==> config.mk <==
export PLATFORM = sky130hd
export DESIGN_NAME = scancode_to_char_fifo_unit
export DESIGN_NICKNAME = d
export VERILOG_FILES = /design/src/rtl/scf_pkg.sv /design/src/rtl/scf_decoder.sv /design/src/rtl/scf_fifo.sv /design/src/rtl/scancode_to_char_fifo_unit.sv
export SDC_FILE = /design/constraint.sdc
export NUM_CORES = 2
export LEC_CHECK = 0
export BUFFER_PORTS_ARGS = -buffer_cell sky130_fd_sc_hd__buf_2
export CAP_MARGIN = 20
export CORE_AREA = 2 2 417 419
export CTS_CLUSTER_DIAMETER = 80
export CTS_CLUSTER_SIZE = 20
export DETAILED_ROUTE_END_ITERATION = 16
export DIE_AREA = 0 0 419 421
export PLACE_DENSITY = 0.64
export SLEW_MARGIN = 20
export SYNTH_ARGS = -nofsm -noshare
export SYNTH_HDL_FRONTEND = slang
export SYNTH_SLANG_ARGS = --single-unit
==> constraint.sdc <==
create_clock -name clk -period 44 [get_ports clk]
set_clock_uncertainty 0.1 [all_clocks]
set_input_delay 2.2 -clock clk [delete_from_list [all_inputs] [get_ports clk]]
set_output_delay 2.2 -clock clk [all_outputs]
set_load 0.005 [all_outputs]
==> src/rtl/scf_pkg.sv <==
// shared types, constants and lookup tables for the scancode to character fifo
package scf_pkg;

	localparam int FIFO_DEPTH_DEF = 256;

	localparam int CHAR_W   = 8;
	localparam int CFG_IDX_W = 2;
	localparam int TAB_LEN  = 58;
	localparam int TAB_IDX_W = 6;

	localparam logic [CFG_IDX_W-1:0] REG_ARROW_UP    = 2'd0;
	localparam logic [CFG_IDX_W-1:0] REG_ARROW_DOWN  = 2'd1;
	localparam logic [CFG_IDX_W-1:0] REG_ARROW_LEFT  = 2'd2;
	localparam logic [CFG_IDX_W-1:0] REG_ARROW_RIGHT = 2'd3;

	localparam logic [7:0] ARROW_UP_RST    = 8'd128;
	localparam logic [7:0] ARROW_DOWN_RST  = 8'd129;
	localparam logic [7:0] ARROW_LEFT_RST  = 8'd130;
	localparam logic [7:0] ARROW_RIGHT_RST = 8'd131;

	localparam logic [7:0] SC_PREFIX      = 8'hE0;
	localparam logic [7:0] SC_UP          = 8'h48;
	localparam logic [7:0] SC_DOWN        = 8'h50;
	localparam logic [7:0] SC_LEFT        = 8'h4B;
	localparam logic [7:0] SC_RIGHT       = 8'h4D;
	localparam logic [7:0] SC_LSHIFT_MAKE = 8'h2A;
	localparam logic [7:0] SC_LSHIFT_BRK  = 8'hAA;
	localparam logic [7:0] SC_RSHIFT_MAKE = 8'h36;
	localparam logic [7:0] SC_RSHIFT_BRK  = 8'hB6;
	localparam logic [7:0] SC_CAPS        = 8'h3A;

	typedef logic [3:0][CHAR_W-1:0] arrow_codes_t;

	typedef struct packed {
		logic full;
		logic empty;
	} fifo_stat_t;

	localparam logic [7:0] PLAIN_TAB [0:TAB_LEN-1] = '{
		8'h00, 8'h00, 8'h31, 8'h32, 8'h33, 8'h34, 8'h35, 8'h36, 8'h37, 8'h38,
		8'h39, 8'h30, 8'h2d, 8'h3d, 8'h08, 8'h00, 8'h71, 8'h77, 8'h65, 8'h72,
		8'h74, 8'h79, 8'h75, 8'h69, 8'h6f, 8'h70, 8'h5b, 8'h5d, 8'h0a, 8'h00,
		8'h61, 8'h73, 8'h64, 8'h66, 8'h67, 8'h68, 8'h6a, 8'h6b, 8'h6c, 8'h3b,
		8'h27, 8'h60, 8'h00, 8'h5c, 8'h7a, 8'h78, 8'h63, 8'h76, 8'h62, 8'h6e,
		8'h6d, 8'h2c, 8'h2e, 8'h2f, 8'h00, 8'h2a, 8'h00, 8'h20
	};

	localparam logic [7:0] UPPER_TAB [0:TAB_LEN-1] = '{
		8'h00, 8'h00, 8'h21, 8'h40, 8'h23, 8'h24, 8'h25, 8'h5e, 8'h26, 8'h2a,
		8'h28, 8'h29, 8'h5f, 8'h2b, 8'h08, 8'h00, 8'h51, 8'h57, 8'h45, 8'h52,
		8'h54, 8'h59, 8'h55, 8'h49, 8'h4f, 8'h50, 8'h7b, 8'h7d, 8'h0a, 8'h00,
		8'h41, 8'h53, 8'h44, 8'h46, 8'h47, 8'h48, 8'h4a, 8'h4b, 8'h4c, 8'h3a,
		8'h22, 8'h7e, 8'h00, 8'h7c, 8'h5a, 8'h58, 8'h43, 8'h56, 8'h42, 8'h4e,
		8'h4d, 8'h3c, 8'h3e, 8'h3f, 8'h00, 8'h2a, 8'h00, 8'h20
	};

endpackage

==> src/rtl/scf_decoder.sv <==
// set-1 scancode decoder with shift, caps and extended prefix flags
module scf_decoder (
	input  logic                         clk,
	input  logic                         arst_n,
	input  logic                         en,
	input  logic [7:0]                   scan_byte,
	input  scf_pkg::arrow_codes_t        arrow_codes,
	output logic [scf_pkg::CHAR_W-1:0]   dec_char
);

	logic shift_q;
	logic caps_q;
	logic prefix_q;
	logic [scf_pkg::TAB_IDX_W-1:0] tab_idx;

	assign tab_idx = scan_byte[scf_pkg::TAB_IDX_W-1:0];

	always_comb begin
		dec_char = '0;
		if (scan_byte == scf_pkg::SC_PREFIX) begin
			dec_char = '0;
		end else if (prefix_q) begin
			if (scan_byte == scf_pkg::SC_UP)
				dec_char = arrow_codes[scf_pkg::REG_ARROW_UP];
			else if (scan_byte == scf_pkg::SC_DOWN)
				dec_char = arrow_codes[scf_pkg::REG_ARROW_DOWN];
			else if (scan_byte == scf_pkg::SC_LEFT)
				dec_char = arrow_codes[scf_pkg::REG_ARROW_LEFT];
			else if (scan_byte == scf_pkg::SC_RIGHT)
				dec_char = arrow_codes[scf_pkg::REG_ARROW_RIGHT];
		end else if (!scan_byte[7] && (scan_byte < 8'(scf_pkg::TAB_LEN))) begin
			dec_char = (shift_q || caps_q) ? scf_pkg::UPPER_TAB[tab_idx]
				: scf_pkg::PLAIN_TAB[tab_idx];
		end
	end

	always_ff @(posedge clk or negedge arst_n) begin
		if (!arst_n) begin
			shift_q  <= 1'b0;
			caps_q   <= 1'b0;
			prefix_q <= 1'b0;
		end else if (en) begin
			if (scan_byte == scf_pkg::SC_PREFIX) begin
				prefix_q <= 1'b1;
			end else if (prefix_q) begin
				prefix_q <= 1'b0;
			end else if (scan_byte == scf_pkg::SC_LSHIFT_MAKE
				|| scan_byte == scf_pkg::SC_RSHIFT_MAKE) begin
				shift_q <= 1'b1;
			end else if (scan_byte == scf_pkg::SC_LSHIFT_BRK
				|| scan_byte == scf_pkg::SC_RSHIFT_BRK) begin
				shift_q <= 1'b0;
			end else if (scan_byte == scf_pkg::SC_CAPS) begin
				caps_q <= ~caps_q;
			end
		end
	end

endmodule

==> src/rtl/scf_fifo.sv <==
// character fifo on a synchronous memory with a registered read port
module scf_fifo #(
	parameter int DEPTH = scf_pkg::FIFO_DEPTH_DEF
) (
	input  logic                        clk,
	input  logic                        arst_n,
	input  logic                        push,
	input  logic [scf_pkg::CHAR_W-1:0]  push_data,
	input  logic                        pop,
	output scf_pkg::fifo_stat_t         stat,
	output logic [scf_pkg::CHAR_W-1:0]  rd_data_q
);

	localparam int PTR_W = $clog2(DEPTH);
	localparam logic [PTR_W-1:0] PTR_LAST = PTR_W'(DEPTH - 1);

	logic [scf_pkg::CHAR_W-1:0] mem [DEPTH];
	logic [PTR_W-1:0] wr_ptr_q;
	logic [PTR_W-1:0] rd_ptr_q;
	logic [PTR_W-1:0] wr_ptr_nxt;
	logic [PTR_W-1:0] rd_ptr_nxt;
	logic             do_push;
	logic             do_pop;

	assign wr_ptr_nxt = (wr_ptr_q == PTR_LAST) ? '0 : wr_ptr_q + PTR_W'(1);
	assign rd_ptr_nxt = (rd_ptr_q == PTR_LAST) ? '0 : rd_ptr_q + PTR_W'(1);

	assign stat.full  = (wr_ptr_nxt == rd_ptr_q);
	assign stat.empty = (wr_ptr_q == rd_ptr_q);

	assign do_push = push && !stat.full;
	assign do_pop  = pop && !stat.empty;

	always_ff @(posedge clk or negedge arst_n) begin
		if (!arst_n) begin
			wr_ptr_q <= '0;
			rd_ptr_q <= '0;
		end else begin
			if (do_push)
				wr_ptr_q <= wr_ptr_nxt;
			if (do_pop)
				rd_ptr_q <= rd_ptr_nxt;
		end
	end

	always_ff @(posedge clk) begin
		if (do_push)
			mem[wr_ptr_q] <= push_data;
	end

	always_ff @(posedge clk) begin
		if (do_pop)
			rd_data_q <= mem[rd_ptr_q];
	end

endmodule

==> src/rtl/scancode_to_char_fifo_unit.sv <==
// top level: keyboard scancode decoder feeding a character fifo
// Takes one item per clock cycle while in_ready is high, a scancode byte (mode 0) or a
// read request (mode 1), and returns exactly one result item per input item in the
// cycle after acceptance, from the registered memory read port. A new item enters in
// the same cycle that the previous result is taken, so with out_ready held high the
// block sustains one item per cycle. The fifo keeps FIFO_DEPTH-1 characters; a
// character decoded while it is full is dropped and flagged with char_dropped. Arrow
// codes must be written through the cfg port while the block is idle (not enforced).
module scancode_to_char_fifo_unit #(
	parameter int FIFO_DEPTH = scf_pkg::FIFO_DEPTH_DEF
) (
	input  logic                           clk,
	input  logic                           arst_n,
	input  logic                           cfg_we,
	input  logic [scf_pkg::CFG_IDX_W-1:0]  cfg_index,
	input  logic [7:0]                     cfg_data,
	input  logic                           in_valid,
	output logic                           in_ready,
	input  logic                           mode,
	input  logic [7:0]                     scan_byte,
	output logic                           out_valid,
	input  logic                           out_ready,
	output logic [7:0]                     read_data,
	output logic                           read_valid,
	output logic                           char_dropped
);

	scf_pkg::arrow_codes_t       arrow_q;
	scf_pkg::fifo_stat_t         fifo_stat;
	logic [scf_pkg::CHAR_W-1:0]  dec_char;
	logic [scf_pkg::CHAR_W-1:0]  rd_data;
	logic                        in_acc;
	logic                        scan_en;
	logic                        pop_en;
	logic                        push_en;
	logic                        valid_s1;
	logic                        rvalid_s1;
	logic                        drop_s1;

	always_ff @(posedge clk or negedge arst_n) begin
		if (!arst_n) begin
			arrow_q[scf_pkg::REG_ARROW_UP]    <= scf_pkg::ARROW_UP_RST;
			arrow_q[scf_pkg::REG_ARROW_DOWN]  <= scf_pkg::ARROW_DOWN_RST;
			arrow_q[scf_pkg::REG_ARROW_LEFT]  <= scf_pkg::ARROW_LEFT_RST;
			arrow_q[scf_pkg::REG_ARROW_RIGHT] <= scf_pkg::ARROW_RIGHT_RST;
		end else if (cfg_we) begin
			arrow_q[cfg_index] <= cfg_data;
		end
	end

	assign in_ready = !valid_s1 || out_ready;
	assign in_acc   = in_valid && in_ready;
	assign scan_en  = in_acc && !mode;
	assign pop_en   = in_acc && mode;
	assign push_en  = scan_en && (dec_char != '0);

	scf_decoder u_decoder (
		.clk         (clk),
		.arst_n      (arst_n),
		.en          (scan_en),
		.scan_byte   (scan_byte),
		.arrow_codes (arrow_q),
		.dec_char    (dec_char)
	);

	scf_fifo #(
		.DEPTH (FIFO_DEPTH)
	) u_fifo (
		.clk       (clk),
		.arst_n    (arst_n),
		.push      (push_en),
		.push_data (dec_char),
		.pop       (pop_en),
		.stat      (fifo_stat),
		.rd_data_q (rd_data)
	);

	always_ff @(posedge clk or negedge arst_n) begin
		if (!arst_n) begin
			valid_s1 <= 1'b0;
		end else if (in_ready) begin
			valid_s1 <= in_valid;
		end
	end

	always_ff @(posedge clk) begin
		if (in_acc) begin
			rvalid_s1 <= mode && !fifo_stat.empty;
			drop_s1   <= push_en && fifo_stat.full;
		end
	end

	assign out_valid    = valid_s1;
	assign read_valid   = rvalid_s1;
	assign char_dropped = drop_s1;
	assign read_data    = rvalid_s1 ? rd_data : '0;

endmodule

# Yosys cells after proc, flatten, opt, wreduce, memory -nomap -nowiden
# Memories as Yosys holds them, arrays and structs flattened. A register that Yosys moved wholly into a read port is not among the register bits.
# Cells that the tools add are included.
# op_classes
addsub	2
magnitude_cmp	4
eq_ne	14
muxes	23
bitwise	6
n_reduce_logical	23
# ops
op	n
$mux 8	16
$eq 8x8->1 const B	5
$bwmux 32	1
$eq 8x7->1 const B	4
$eq 8x6->1 const B	3
$add 8x1->8 const B	2
$demux 8 s2	1
$eq 8x8->1	2
$logic_and 1x1->1	10
$lt 8x6->1 const B	1
$reduce_bool 8->1	1
$ge 7x7->1 const B	1
$not 6->7	1
$reduce_and 6->1	1
$logic_not 1->1	5
$mux 1	5
$not 1->1	5
$logic_or 1x1->1	4
$reduce_and 4->1	1
$lt 2x3->1 const B	1
$ge 2x1->1 const B	1
$reduce_bool 2->1	1
# word_totals
regBits	54
ramBits	2048
mem_bits_ro	1024
wordCells	87
memories	3
# memory_table
name	words	width	read_ports	rd_clocked_by_memory_dff	wr	line	text
u_fifo.mem	256	8	1	1	1	scf_fifo.sv:17	logic [scf_pkg::CHAR_W-1:0] mem [DEPTH];
(name not given)	64	8	1	0	0	scf_decoder.sv:32	dec_char = (shift_q || caps_q) ? scf_pkg::UPPER_TAB[tab_idx]
(name not given)	64	8	1	0	0	scf_decoder.sv:33	: scf_pkg::PLAIN_TAB[tab_idx];

# Depth between registers and ports, before layout
# logic_depth
word_depth	13
mapped_depth	15
depth_no_buf	10

# Modules after synthesis
# Synthesis repeated with hierarchy kept, for this count alone.
# unflattened
hier_cells	4268
hier_area_um2	84547.3
# modules_own_cells
mod	n_inst	cells_each	area_per_inst_um2	seq_area_each_um2
scf_fifo	1	3932	81330.5	62139.6
scf_decoder	1	245	1790.5	75.1
scancode_to_char_fifo_unit	1	91	1426.4	895.9

# Least setup slack after synthesis
# Ideal clock, no wire load.
# synth_path
path_type	in2reg
startpoint	input port scan_byte[1]
endpoint	memory u_fifo.mem[0][4] (netlist name), data pin
setup_ns	2.815
arrival_time_ns	17.247
required_ns	41.085
setup_slack_ns	23.839
cell_stages	8
cell_sequence	clkbuf_1 > inv_1 > ha_1 > buf_2 > and4bb_2 > a31oi_1 > a21oi_1 > nor4_1
# synth_via
elab_chain_len	8
word_cells_on_any_way	22
cone_classes	order compare (1); eq/ne (5); mux (12); bitwise (1); reduce/logical (1); memory (2)
# synth_lines
item	line	text
from (decl)	scancode_to_char_fifo_unit.sv:20	input logic [7:0] scan_byte,
$not 6->7 (implied by the code)	scf_decoder.sv:32, scf_decoder.sv:33	
$mem_v2 64x8, on equally long branches	-	
$mux 8, on equally long branches (2 in series)	scf_decoder.sv:33, scf_decoder.sv:32	
$mux 8	scf_decoder.sv:32	
$mux 8	scf_decoder.sv:31	end else if (!scan_byte[7] && (scan_byte < 8'(scf_pkg::TAB_LEN))) begin
$mux 8	scf_decoder.sv:22	end else if (prefix_q) begin
$mux 8 (*)	scf_decoder.sv:20	if (scan_byte == scf_pkg::SC_PREFIX) begin
named net dec_char, one bit	scancode_to_char_fifo_unit.sv:30	logic [scf_pkg::CHAR_W-1:0] dec_char;
to (decl)	scf_fifo.sv:17	
# The timed path passes the listed nets; every way through them passes the cells marked *. The select of a mux whose other input is x is not followed.

# Worst setup path after layout
# layout_path
startpoint	input port scan_byte[1]
endpoint	memory u_fifo.mem[45][7] (netlist name), enable pin
# layout_via
elab_chain_len	13
word_cells_on_any_way	27
cone_classes	order compare (1); eq/ne (5); mux (14); bitwise (1); reduce/logical (4); memory (2)
# layout_lines
item	line	text
$not 6->7 (implied by the code)	scf_decoder.sv:32, scf_decoder.sv:33	
$mem_v2 64x8, on equally long branches	-	
$mux 8, on equally long branches (2 in series)	scf_decoder.sv:33, scf_decoder.sv:32	
$mux 8	scf_decoder.sv:32	
$mux 8	scf_decoder.sv:31	
$mux 8	scf_decoder.sv:22	
$mux 8 (*)	scf_decoder.sv:20	
named net dec_char, one bit	scancode_to_char_fifo_unit.sv:30	
$reduce_bool 8->1 (*)	scancode_to_char_fifo_unit.sv:55	assign push_en = scan_en && (dec_char != '0);
$logic_and 1x1->1 (*)	scancode_to_char_fifo_unit.sv:55	
$logic_and 1x1->1 (*)	scf_fifo.sv:31	assign do_push = push && !stat.full;
$mux 1 (*)	scf_fifo.sv:47	if (do_push)
$mux 1 (implied by the code) (*)	scf_fifo.sv:48	mem[wr_ptr_q] <= push_data;
# Marks and branches as above.

==> results.txt <==
Maximum buffer depth of the clock tree: 3
CTS-repair resized insts: 0
Final count of hold timing violations: 0
Outcome: complete, no violations
Slew headroom: 0.215
Dpl hpwl: 120000 um
Net Count, Synth: 3864
Non-Filler Instances: 6314
Nets: 3981
Filler cells: 13078
Total detailed-routing wirelength: 203000 um
P_sw: 0.00124 W
Largest net degree at the start of global routing: 194
CP Max Fanout: 111
Die area: 176000 um^2
Layout cells sized above 1: 0.301
1st-pass router iterations: 6
Initial antenna violation count: 2
Chip height: 421 um
Least-Margin Pin Slew: 1170 ps
Tcrit/Tclk final: 0.176
Max-slew violations: 0
Post-synth EDFFs: 2058
Insertion delay to the later sink of the worst-skew pair: 790 ps
DR WL/cell: 32.2 um
Flop-to-flop setup slack: 37820 ps
Area growth from synthesis to layout: 9.23%
Vias per inst: 6.33
Cell row count: 153
H-tree depth: 3
Post-Syn Area: 83700 um^2
Vias: 39957
Critical path's largest stage delay: 990 ps
CP arrival: 8050 ps
GRT Total Usage: 0.231
Setup_tns: 0 ps
Gpl congestion: 0.920
Worst setup path category: input port to flop
Cell count after placement: 6141
Family with the most delay on the worst path: compound AO/OA/AOI/OAI gates
Grt total ovfl: 0
CP cell instances: buf_2, inv_1, ha_1, and4bb_2, a31oi_1, a21oi_1, a311o_1, a31oi_4, or4_1, o21ai_4, buf_12, buf_4, nor3_1
Synth unique cells: 73
TritonCTS buffer count: 118
Peak Freq: 0.129 GHz
Switch share: 0.282
Core ar.: 172000 um^2
WP buf/inv: 4
Hold Buf Count CTS: 0
Post-DRT Antenna Nets: 0
Vias in the first global route: 39925
Post-CTS setup buffers: 0
Max-cap violations: 0
Power density over the cells: 48.1 nW/um^2
First-pass GRT wire length: 293000 um
Critical Path Start Type: input port
IO buf count: 35
Predominant post-synthesis flop cell: edfxtp_1
Leakage: 28.0 nW
Crit path required time: 44310 ps
Clk slew on worst S/H paths: 90 ps
Die X: 419 um
Synth warn: 0
Gate power share: 0.230
IO Count: 36
Final setup viols: 0
Sequential share of the synthesized area: 0.754
Peak supply drop: 46.9 uV
Residual DRC: 0
Root buf cell: clkbuf_16
Cell-internal power: 0.00316 W
Initial drt markers: 5333
Crit-path slowest cell: nor3_1
CTS tree: done
Syn Inst Count: 3823
RSZ-0062 raised after global routing: no
#FFs+latches synth: 2110
Mean Syn Cell Area: 21.9 um^2
Reg power frac: 0.513
Min Clock Period, post-route: 7750 ps
Clock Power Share: 0.257
CTS Sinks: 2110
Hold/Removal Path Class: flop to flop
Crit. End Element: flop
Share of flip-flops with an asynchronous set or reset: 0.0246
Initial core utilization: 0.485
-- sequential cells by signal, summed over array words and instances, names as in the netlist --
signal and flops:
u_fifo.mem 2048, arrow_q 32, u_fifo.rd_data_q 8, u_fifo.rd_ptr_q 8, u_fifo.wr_ptr_q 8, char_dropped 1
out_valid 1, read_valid 1, u_decoder.caps_q 1, u_decoder.prefix_q 1, u_decoder.shift_q 1
-- cell families (layout without fill, tap and decap cells) --
kind of cell             Yosys count  after routing  share of synthesized area
flip-flops                      2110           2110                      0.754
multiplexers                     691            691                      0.179
AND/OR/NAND/NOR                  490            490                     0.0303
buffers and inverters            277            440                     0.0139
AO/OA/AOI/OAI                    217            217                     0.0182
XOR/XNOR                          21             21                    0.00220
adder cells (fa/ha/maj)           17             17                    0.00254
other                              0              3                          0
-- cell usage in the layout (no fill, tap or decap), types with 15 or more instances in the layout --
cell       Yosys  final
mux2_2        35     35
buf_4         15    205
clkbuf_16      0    118
o21ai_0       25     25
nor3_2         0     86
buf_2         55     37
nor2_1        34     33
nand2b_1      16     16
nor2b_1       19     17
clkbuf_1     138     34
ha_1          17     17
nor3_1       263    177
edfxtp_1    2058   2058
a21oi_1       44     43
inv_1         15     15
nand3_1       27     23
dfrtp_1       44     40
nand2_1       62     49
mux4_2       641    641
o211ai_1      16     16
a22oi_1       63     63
-- metal layers --
| layer | up-vias | GRT usage | routed length [um] |
|---|---|---|---|
| met1 | 21537 | 0.337 | 83000 |
| li1 | 16431 | - | - |
| met5 | - | 0 | 0 |
| met2 | 1739 | 0.364 | 98800 |
| met4 | 0 | 0.0670 | 5930 |
| met3 | 250 | 0.0364 | 15400 |
-- final timing paths --
kind | from | depth (start not counted) | endpoint
setup reg to reg | u_fifo.rd_ptr_q[0]$_DFFE_PN0P_ | 8 | u_fifo.rd_data_q[0]$_DFFE_PP_
setup / recovery | scan_byte[1] | 13 | u_fifo.mem[45][7]$_DFFE_PP_
hold / removal | u_decoder.caps_q$_DFFE_PN0P_ | 1 | u_decoder.caps_q$_DFFE_PN0P_
min in group asynchronous | arst_n | 2 | arrow_q[0]$_DFFE_PN0P_
max in group asynchronous | arst_n | 2 | u_fifo.rd_ptr_q[3]$_DFFE_PN0P_
hold reg to reg | u_decoder.caps_q$_DFFE_PN0P_ | 1 | u_decoder.caps_q$_DFFE_PN0P_
-- stage by stage --
stage / total power [W] / setup slack [ps] / hold WS (ps) / utilization / area (um^2)
6_report: 0.00440 / 36250 / 389 / 0.530 / 91400
5_1_grt: 0.00453 / 36120 / 399 / 0.530 / 91400
4_1_cts: 0.00442 / 36550 / 392 / 0.529 / 91200
3_5_place_dp: 0.00332 / 35720 / 380 / 0.509 / 87900
3_3_place_gp: 0.00332 / 35940 / 377 / 0.508 / 87700
2_1_floorplan: 0.00296 / 23840 / 356 / - / 83700
-- power groups by stage --
stage               logic, W  clock network [W]  registers [W]
finish               0.00101            0.00113        0.00226
global route         0.00106            0.00121        0.00226
CTS                  0.00102            0.00115        0.00226
detailed placement   0.00102                  0        0.00230
global placement     0.00101                  0        0.00230
floorplan           0.000687                  0        0.00228
-- cell type report --
| type | instances | area [um^2] | area share |
|---|---|---|---|
| Clock buffer | 152 | 3080 | 0.0337 |
| Antenna cell | 3 | 7.51 | 0.0000821 |
| Timing Repair Buffer | 258 | 1990 | 0.0218 |
| Sequential cell | 2110 | 63100 | 0.690 |
| Tap cell | 2325 | 2910 | 0.0318 |
| Clock inverter | 14 | 221 | 0.00242 |
| Multi-Input combinational cell | 1436 | 20100 | 0.219 |
| Inverter | 16 | 60.1 | 0.000657 |
-- cell usage after synthesis (15+ instances only) --
cell type / count / area [um^2]
a21oi_1: 44 / 220
a22oi_1: 63 / 473
buf_1: 53 / 199
buf_2: 55 / 275
buf_4: 15 / 113
clkbuf_1: 138 / 518
dfrtp_1: 44 / 1100
edfxtp_1: 2058 / 61800
ha_1: 17 / 213
inv_1: 15 / 56.3
mux2_2: 35 / 394
mux4_2: 641 / 14400
nand2_1: 62 / 233
nand2b_1: 16 / 100
nand3_1: 27 / 135
nor2_1: 34 / 128
nor2b_1: 19 / 119
nor3_1: 263 / 1320
o211ai_1: 16 / 120
o21ai_0: 25 / 125
(Power assumes the default switching activity.)
